### config.mk
export PLATFORM = sky130hd
export DESIGN_NAME = frsl_cell
export DESIGN_NICKNAME = d
export VERILOG_FILES = /design/src/sv/frsl_pkg.sv /design/src/sv/frsl_cell.sv
export SDC_FILE = /design/constraint.sdc
export NUM_CORES = 1
export LEC_CHECK = 0
export ABC_AREA = 1
export ABC_CLOCK_PERIOD_IN_PS = 2400
export BUFFER_PORTS_ARGS = -buffer_cell sky130_fd_sc_hd__clkbuf_2
export CAP_MARGIN = 20
export CELL_PAD_IN_SITES_DETAIL_PLACEMENT = 1
export CELL_PAD_IN_SITES_GLOBAL_PLACEMENT = 1
export CORE_MARGIN = 1
export CORE_UTILIZATION = 29
export DETAILED_ROUTE_END_ITERATION = 12
export GPL_TIMING_DRIVEN = 0
export PLACE_DENSITY = 0.57
export RECOVER_POWER = 100
export SETUP_SLACK_MARGIN = 0.4
export SYNTH_ARGS = -nofsm -noshare
export SYNTH_HDL_FRONTEND = slang
export SYNTH_SLANG_ARGS = --single-unit
### constraint.sdc
create_clock -name clk -period 2.4 [get_ports clk]
set_clock_uncertainty 0.1 [all_clocks]
set_input_delay 0.12 -clock clk [delete_from_list [all_inputs] [get_ports clk]]
set_output_delay 0.12 -clock clk [all_outputs]
set_load 0.005 [all_outputs]
### src/sv/frsl_pkg.sv
package frsl_pkg;

	localparam logic [1:0] MODE_CLEAR  = 2'd0;
	localparam logic [1:0] MODE_LOAD   = 2'd1;
	localparam logic [1:0] MODE_LOOKUP = 2'd2;

	localparam logic [7:0]  TYPE_MASK        = 8'h0F;
	localparam logic [7:0]  TYPE_FUNCTION    = 8'h02;
	localparam logic [15:0] NAME_TABLE_RESET = 16'hFFFF;

	localparam int COUNT_OUT_W = 9;

	// request as it travels down the cell row, with its partial result
	typedef struct packed {
		logic                   lookup;
		logic                   wr;
		logic [31:0]            addr;      // pc for lookups, start for loads
		logic [31:0]            end_addr;  // start + size, wrapped
		logic [31:0]            name;
		logic                   hit;
		logic [31:0]            res_start;
		logic [31:0]            res_name;
		logic [COUNT_OUT_W-1:0] stored_count;
		logic                   dropped;
	} item_t;

endpackage

### src/sv/frsl_cell.sv
module frsl_cell #(
	parameter int IDX = 0,
	parameter int CW  = 9
) (
	input  logic                 clk,
	input  logic                 arst_n,
	input  logic                 adv,
	input  logic                 vld_in,
	input  frsl_pkg::item_t      item_in,
	input  logic [CW-1:0]        cnt_in,
	output logic                 vld_s1,
	output frsl_pkg::item_t      item_s1,
	output logic [CW-1:0]        cnt_s1
);

	logic [31:0] start_q;
	logic [31:0] end_q;
	logic [31:0] name_q;

	logic            in_range;
	logic            match;
	logic            store;
	frsl_pkg::item_t item_nxt;

	// entry is live for this request only if it sits below the count seen at issue
	assign in_range = cnt_in > CW'(IDX);
	assign match    = item_in.lookup && !item_in.hit && in_range &&
		(item_in.addr >= start_q) && (item_in.addr < end_q);
	assign store    = adv && vld_in && item_in.wr && (cnt_in == CW'(IDX));

	always_comb begin
		item_nxt = item_in;
		if (match) begin
			item_nxt.hit       = 1'b1;
			item_nxt.res_start = start_q;
			item_nxt.res_name  = name_q;
		end
	end

	always_ff @(posedge clk) begin
		if (store) begin
			start_q <= item_in.addr;
			end_q   <= item_in.end_addr;
			name_q  <= item_in.name;
		end
	end

	always_ff @(posedge clk or negedge arst_n) begin
		if (!arst_n) begin
			vld_s1 <= 1'b0;
		end else if (adv) begin
			vld_s1 <= vld_in;
		end
	end

	always_ff @(posedge clk) begin
		if (adv) begin
			item_s1 <= item_nxt;
			cnt_s1  <= cnt_in;
		end
	end

endmodule

==> results of run 1 <==
placed cells by master (no fill, tap or decap), types with 5 or more instances in the layout:
| cell | instances |
|---|---|
| a21oi_1 | 24 |
| buf_12 | 5 |
| buf_16 | 5 |
| buf_4 | 27 |
| buf_6 | 5 |
| buf_8 | 12 |
| clkbuf_1 | 89 |
| clkbuf_16 | 34 |
| clkbuf_2 | 292 |
| clkinv_1 | 8 |
| dlygate4sd3_1 | 186 |
| edfxtp_1 | 278 |
| ha_1 | 56 |
| ha_4 | 7 |
| inv_1 | 75 |
| nand2_1 | 93 |
| nand2_2 | 56 |
| nand2_4 | 39 |
| nand4_1 | 70 |
| nor2_1 | 14 |
| o21ai_0 | 7 |
worst min-delay path by stage:
| stage | to | slack [ps] | cells past startpoint |
|---|---|---|---|
| floorplan | vld_s1 | -280 | 0 |
| global placement | vld_s1 | -200 | 1 |
| detailed placement | vld_s1 | -200 | 1 |
| CTS | item_s1[133] | -40 | 1 |
| global route | item_s1[6] | 160 | 2 |
| finish | item_s1[6] | 170 | 2 |
worst max-delay path, stage by stage (launching register included):
cell and delay (ps):
edfxtp_1 340, inv_1 50, ha_1 320, nand2_2 80
nor2_4 90, nand4_1 190, nor2_2 180, nand2_2 80
nand2_4 90, nand3_4 120, buf_12 200, buf_12 150
nand2_4 70, nand2_4 50
power groups by stage:
| stage | logic (W) | clock network, W | registers, W |
|---|---|---|---|
| 3_3_place_gp | 0.000820 | 0 | 0.00581 |
| 3_5_place_dp | 0.000841 | 0 | 0.00580 |
| 6_report | 0.00123 | 0.00467 | 0.00570 |
| 2_1_floorplan | 0.000201 | 0 | 0.00583 |
| 5_1_grt | 0.00134 | 0.00497 | 0.00572 |
| 4_1_cts | 0.00117 | 0.00479 | 0.00569 |
cells by family (layout without fill, tap and decap cells):
group / count (synthesis) / in the layout / share of synthesized area (%)
simple gates: 291 / 291 / 11.6
fa+ha+maj: 63 / 63 / 7.07
buf+inv: 108 / 754 / 4.43
compound gates: 39 / 39 / 1.81
flops: 279 / 279 / 75.1
cell type report:
type | instances | area [um2] | area share [%]
multi-input combinational | 393 | 2910 | 16.5
tap | 511 | 639 | 3.63
clock inverter | 15 | 150 | 0.853
sequential | 279 | 8370 | 47.6
inverter | 80 | 300 | 1.71
timing repair buffer | 588 | 4080 | 23.2
clock buffer | 43 | 831 | 4.72
buffer | 28 | 314 | 1.79
synthesized netlist by cell type:
| library cell | number | area [um2] |
|---|---|---|
| nand4_1 | 70 | 438 |
| clkbuf_1 | 1 | 3.75 |
| inv_2 | 1 | 3.75 |
| dfrtp_1 | 1 | 25.0 |
| nor4_1 | 1 | 6.26 |
| edfxtp_1 | 278 | 8350 |
| a31oi_1 | 1 | 6.26 |
| buf_2 | 14 | 70.1 |
| and2_1 | 1 | 6.26 |
| inv_1 | 78 | 293 |
| nor3_1 | 2 | 10.0 |
| clkinv_1 | 1 | 3.75 |
| nor3b_1 | 2 | 15.0 |
| buf_6 | 6 | 67.6 |
| o21ai_1 | 1 | 5.00 |
| ha_1 | 63 | 788 |
| nand2_1 | 188 | 706 |
| buf_4 | 7 | 52.6 |
| a21oi_1 | 28 | 140 |
| o21ai_0 | 7 | 35.0 |
| nor2_1 | 22 | 82.6 |
| nand3_1 | 4 | 20.0 |
| nand3_2 | 1 | 10.0 |
| o21a_1 | 2 | 15.0 |
registers in the layout, indices dropped and copies added, names as in the netlist:
name / count
vld_s1: 1
name_q: 32
item_s1: 173
start_q: 32
cnt_s1: 9
end_q: 32
repair_timing:
item,CTS,global route
cloned,4,3
buffers inserted,10,7
resized for setup,89,125
pin swaps,14,26
endpoints found under the hold margin,332,34
endpoints found under the setup margin,161,82
hold buffers,185,4
per-layer routing:
metal / vias up / track usage (%) / share of wire, %
met2: 256 / 31.9 / 51
met1: 4138 / 21.8 / 41
met5: - / 0 / 0
met3: 45 / 3.17 / 5.3
li1: 4052 / - / -
met4: 0 / 4.88 / 1.9
metrics by stage:
stage                     utilization, %  instance area (um2)  setup TNS, ps  hold slack, ps  std cells
after floorplan                        -                11200         -99840            -276        780
after global routing                46.6                17600          -4930             160       1937
after CTS                           45.3                17100              0           -40.8       1923
final                               46.6                17600              0             174       1937
after global placement              36.1                13600        -986190            -204       1659
after detailed placement            36.5                13800         -75680            -200       1666
==> metrics.md, run 1 <==
| Metric | Value |
|---|---|
| Status | finished with violations |
| Failing checks | capacitance limit, slew limit |
| Max-cap violation count | 2 |
| Drc violations | 0 |
| Slew @ Worst Pin | 1930 ps |
| Hold Crit Class | input pin to flop |
| Worst reg2reg path endpoint | item_s1[33] |
| Synth Register Bits | approximately 280 |
| Max-slew violations | 91 |
| RR Startpoint | start_q[29] |
| Crit end category | flop |
| Crit-path max FO | 7 |
| Maximum VDD drop | 524 uV |
| First-pass GRT wire length | 52800 um |
| Post-synthesis sequential area ratio | 75.1% |
| Row count | 71 |
| Layout net count | 1650 |
| Seq pwr share | 49.2% |
| Final Total Pwr | 0.0116 W |
| Critical hold path startpoint | item_in[6] |
| DRT Wirelength | 36400 um |
| Register-to-register setup slack | 30 ps |
| Worst Reg-to-Reg Cells | 13 |
| Via/cell ratio | between 4 and 5 |
| Clk buf depth | 3 |
| Clk slew on worst S/H paths | 70 ps |
| Die ar. | 39200 um2 |
| Avg Inst Size Synth | between 10 and 15 um2 |
| Slew HR | -28.5% |
| Share of layout cells above drive strength 1 | 36.3% |
| Highest clock rate | 422 MHz |
| Ports | 369 |
| Die height | around 200 um |
| Required time of the critical path | 2610 ps |
| Sw frac | 22.6% |
| Gate power share | between 10% and 20% |
| Core area | 37800 um2 |
| RSZ-0062 raised after global routing | true |
| Clk pwr share | 40.3% |
| Data arrival time of the critical path | 2570 ps |
| Starting Density | 29.5% |
| Tmin final | 2370 ps |
| CP startpoint | start_q[29] |
| Drt first pass iters | 4 |
| CTS buffer count | 31 |
| Layout area overhead | 57.8% |
| Post-Syn Nets | 1029 |
| Crit Path Category | flop to flop |
| Initial antenna violation count | 0 |
| Pre-CTS setup slack | -1090 ps |
| Termination of the worst setup path | item_s1[33] |
| CTS tree | built |
| Grt total ovfl | 0 |
| Antenna-violating nets left | 0 |
| Fin crit share | 98.6% |
| GPL Wtd Cong | approximately 0.76 |
| Leak | about 7.4 nW |
| Die Width | around 200 um |
| # clock sinks | 279 |
| Synth warn | 0 |
| Pin count of the biggest net entering global routing | 77 |
| PortBufs | 368 |
| N_diodes | 0 |
| H-tree Lvls | 1 |
| FILL cells | slightly above 4k |
| Final hold viol count | 0 |
| Internal power | between 0.008 and 0.009 W |
| Gr usage total | 17.8% |
| Count of different cell masters after synthesis | 24 |
| Dpl hpwl | 23100 um |
| P per Cell Area | 659 nW/um2 |
| Clk_lat worst skew | 570 ps |
| Startpoint type of the worst setup path | flop |
| # setup viols final | 0 |
| Vias in the first global route | slightly above 9k |
| Routed len/inst | between 15 and 20 um |
| Root buffer cell | clkbuf_16 |
| Setup WS post-layout | 32.5 ps |
| Post-Syn Instances | 780 |
| Via count | 8491 |
| Cell Area, Synth | 11200 um2 |
| Net Sw Power | about 0.0026 W |
| Initial DRC Count | 293 |
No activity file was read; power rests on OpenSTA's default activity.
==> run 2, diff against run 1 <==
--- a/config.mk
+++ b/config.mk
@@ -11,7 +11,7 @@
 export CAP_MARGIN = 20
 export CELL_PAD_IN_SITES_DETAIL_PLACEMENT = 1
 export CELL_PAD_IN_SITES_GLOBAL_PLACEMENT = 1
-export CORE_MARGIN = 1
+export CORE_MARGIN = 2
 export CORE_UTILIZATION = 29
 export DETAILED_ROUTE_END_ITERATION = 12
 export GPL_TIMING_DRIVEN = 0
@@ -21,3 +21,4 @@
 export SYNTH_ARGS = -nofsm -noshare
 export SYNTH_HDL_FRONTEND = slang
 export SYNTH_SLANG_ARGS = --single-unit
+export TNS_END_PERCENT = 30
==> metrics.md, run 2 (synthesis results as in run 1) <==
| Metric | Value |
|---|---|
| Status | finished with violations |
| Failing checks | hold timing |
| Crit end category | flop |
| WHS Endpoint | item_s1[165] |
| Tmin final | 2350 ps (-18.4 ps) |
| Layout area overhead | 54.1% |
| Crit-path max FO | 10 (+3) |
| P per Cell Area | 694 nW/um2 (+5.2%) |
| # clock sinks | 279 (unchanged) |
| Leak | 6.87 nW (-7.3%) |
| Fin crit share | 97.9% (-0.77 points) |
| CP startpoint | start_q[6] |
| GPL Wtd Cong | 0.752 (-0.45%) |
| Most flop-heavy register | item_s1 |
| FILL cells | 4117 (+1.1%) |
| Initial antenna violation count | 2 (+2) |
| Data arrival time of the critical path | 2530 ps (-40 ps) |
| Starting Density | 29.5% (unchanged) |
| Slew HR | 7.86% (+36 points) |
| Die height | 200 um (+1.0%) |
| Clk pwr share | 42.8% (+2.5 points) |
| Grt total ovfl | 0 (unchanged) |
| Root buffer cell | clkbuf_16 |
| Initial DRC Count | 241 (-18%) |
| Slew @ Worst Pin | 1380 ps (-545 ps) |
| Drc violations | 0 (unchanged) |
| Total negative setup slack | 0 ps (unchanged) |
| Routed len/inst | 18.8 um (-0.26%) |
| Maximum VDD drop | 515 uV (-1.9%) |
| Final Total Pwr | 0.0119 W (+2.8%) |
| Most common cell after layout, fill and taps aside | edfxtp_1 |
| CTS tree | built |
| Seq pwr share | 47.8% (-1.4 points) |
| Ports | 369 (unchanged) |
| DRT Wirelength | 36300 um (-0.26%) |
| # setup viols final | 0 (unchanged) |
| Die Width | 200 um (+1.0%) |
| Worst path depth | 16 (+3) |
| Max-slew violations | 0 (-100%) |
| CP max stage delay | 380 ps (+40 ps) |
| Worst Reg-to-Reg Cells | 16 (+3) |
| Via count | 8406 (-1.0%) |
| Register-to-register setup slack | 50 ps (+20 ps) |
| Clk buf depth | 3 (unchanged) |
| Crit path buf inv count | 4 (+1) |
| Max-cap violation count | 0 (-2) |
| Startpoint type of the worst setup path | flop |
| Final hold viol count | 4 (+4) |
| Row count | 71 (unchanged) |
| Critical path's most frequent cell | nand2_2 |
| Crit-path cells | inv_1, ha_1, nand2_4, inv_1, nand2_1, nand2_2, nor2_4, nand2_4, nand2_2, nand2_2, nand2_2, nand2_4, buf_12, buf_4, nand4_1, nand2_1 |
| Antenna-violating nets left | 0 (unchanged) |
| Crit-path slowest cell | edfxtp_1 |
| Share of layout cells above drive strength 1 | 21.8% (-14 points) |
| RR Startpoint | start_q[6] |
| Drt first pass iters | 6 (+2) |
| Worst reg2reg path endpoint | item_s1[53] |
| Net Sw Power | 0.00272 W (+3.5%) |
| Sw frac | 22.8% (+0.15 points) |
| Internal power | 0.00920 W (+2.6%) |
| PortBufs | 368 (unchanged) |
| Hold Path Depth | 1 (-1) |
| Pin count of the biggest net entering global routing | 82 (+6.5%) |
| Commonest non-fill, non-tap cells in the layout | edfxtp_1 (278), clkbuf_1 (259), dlygate4sd3_1 (186) |
| First-pass GRT wire length | 52900 um (+0.30%) |
| RSZ-0062 raised after global routing | true |
| Critical hold path startpoint | adv |
| Hold Crit Class | input pin to flop |
| Via/cell ratio | 4.34 (-1.0%) |
| Family with the most delay on the worst path | simple AND/OR/NAND/NOR gates |
| Clk slew on worst S/H paths | 60 ps (about the same) |
| Core area | 37800 um2 (unchanged) |
| Clk_lat worst skew | 530 ps (-40 ps) |
| Gate power share | 9.4% (-1.2 points) |
| CTS buffer count | 34 (+9.7%) |
| Fin Hold WS | -5.69 ps (-180 ps) |
| Vias in the first global route | 9207 (+1.4%) |
| Dpl hpwl | 23200 um (+0.45%) |
| Layout net count | 1647 (-0.18%) |
| Crit Path Category | flop to flop |
| Gr usage total | 17.8% (about the same) |
| Highest clock rate | 426 MHz (+0.78%) |
| Required time of the critical path | 2580 ps (-30 ps) |
| Max reg flops | 173 (unchanged) |
| Die ar. | 40000 um2 (+2.0%) |
| H-tree Lvls | 2 (+1) |
-- run 2: worst max-delay path by stage --
stage,slack [ps],endpoint
3_5_place_dp,-800,end_q[9]
5_1_grt,-100,item_s1[37]
2_1_floorplan,-1040,end_q[0]
4_1_cts,10,item_s1[33]
6_report,50,item_s1[53]
3_3_place_gp,-6570,end_q[2]
-- run 2: final cells by class --
class | instances | area (um2) | share of cell area [%]
Antenna cell | 2 | 5.00 | 0.0291
Buffer | 28 | 315 | 1.83
Clock buffer | 42 | 945 | 5.50
Clock inverter | 20 | 168 | 0.976
Inverter | 80 | 300 | 1.75
Multi-Input combinational cell | 393 | 2670 | 15.5
Sequential cell | 279 | 8370 | 48.7
Tap cell | 511 | 639 | 3.72
Timing Repair Buffer | 582 | 3770 | 21.9
-- run 2: through the flow --
| step | worst slack (ps) | area, um2 | utilization [%] | instances |
|---|---|---|---|---|
| 4_1_cts | 11.7 | 17200 | 45.4 | 1926 |
| 3_3_place_gp | -6570 | 13600 | 36.1 | 1659 |
| 2_1_floorplan | -1040 | 11200 | - | 780 |
| 3_5_place_dp | -798 | 13800 | 36.6 | 1666 |
| 6_report | 50.9 | 17200 | 45.5 | 1937 |
| 5_1_grt | -95.4 | 17200 | 45.5 | 1936 |
-- run 2: repair_timing --
item | CTS | global route
pin swaps | 11 | 17
hold buffers | 186 | 0
setup endpoints to repair | 161 | 65
endpoints found under the hold margin | 281 | 0
buffers inserted | 9 | 7
gates resized for setup | 53 | 91
cloned | 3 | 2
-- run 2: power by group through the flow --
stage,sequential [W],combinational [W],clock [W]
after floorplan,0.00583,0.000201,0
after global placement,0.00581,0.000819,0
after detailed placement,0.00580,0.000839,0
after CTS,0.00569,0.00115,0.00530
after global routing,0.00572,0.00124,0.00546
final,0.00570,0.00112,0.00511
-- run 2: layer usage --
layer | vias to the layer above | wire [um] | part of all wire, % | global-route usage [%]
li1 | 4069 | - | - | -
met2 | 250 | 18500 | 51 | 31.1
met3 | 59 | 2120 | 5.8 | 4.03
met1 | 4026 | 14800 | 41 | 21.1
met4 | 2 | 954 | 2.6 | 7.38
met5 | - | 13 | 0.036 | 0
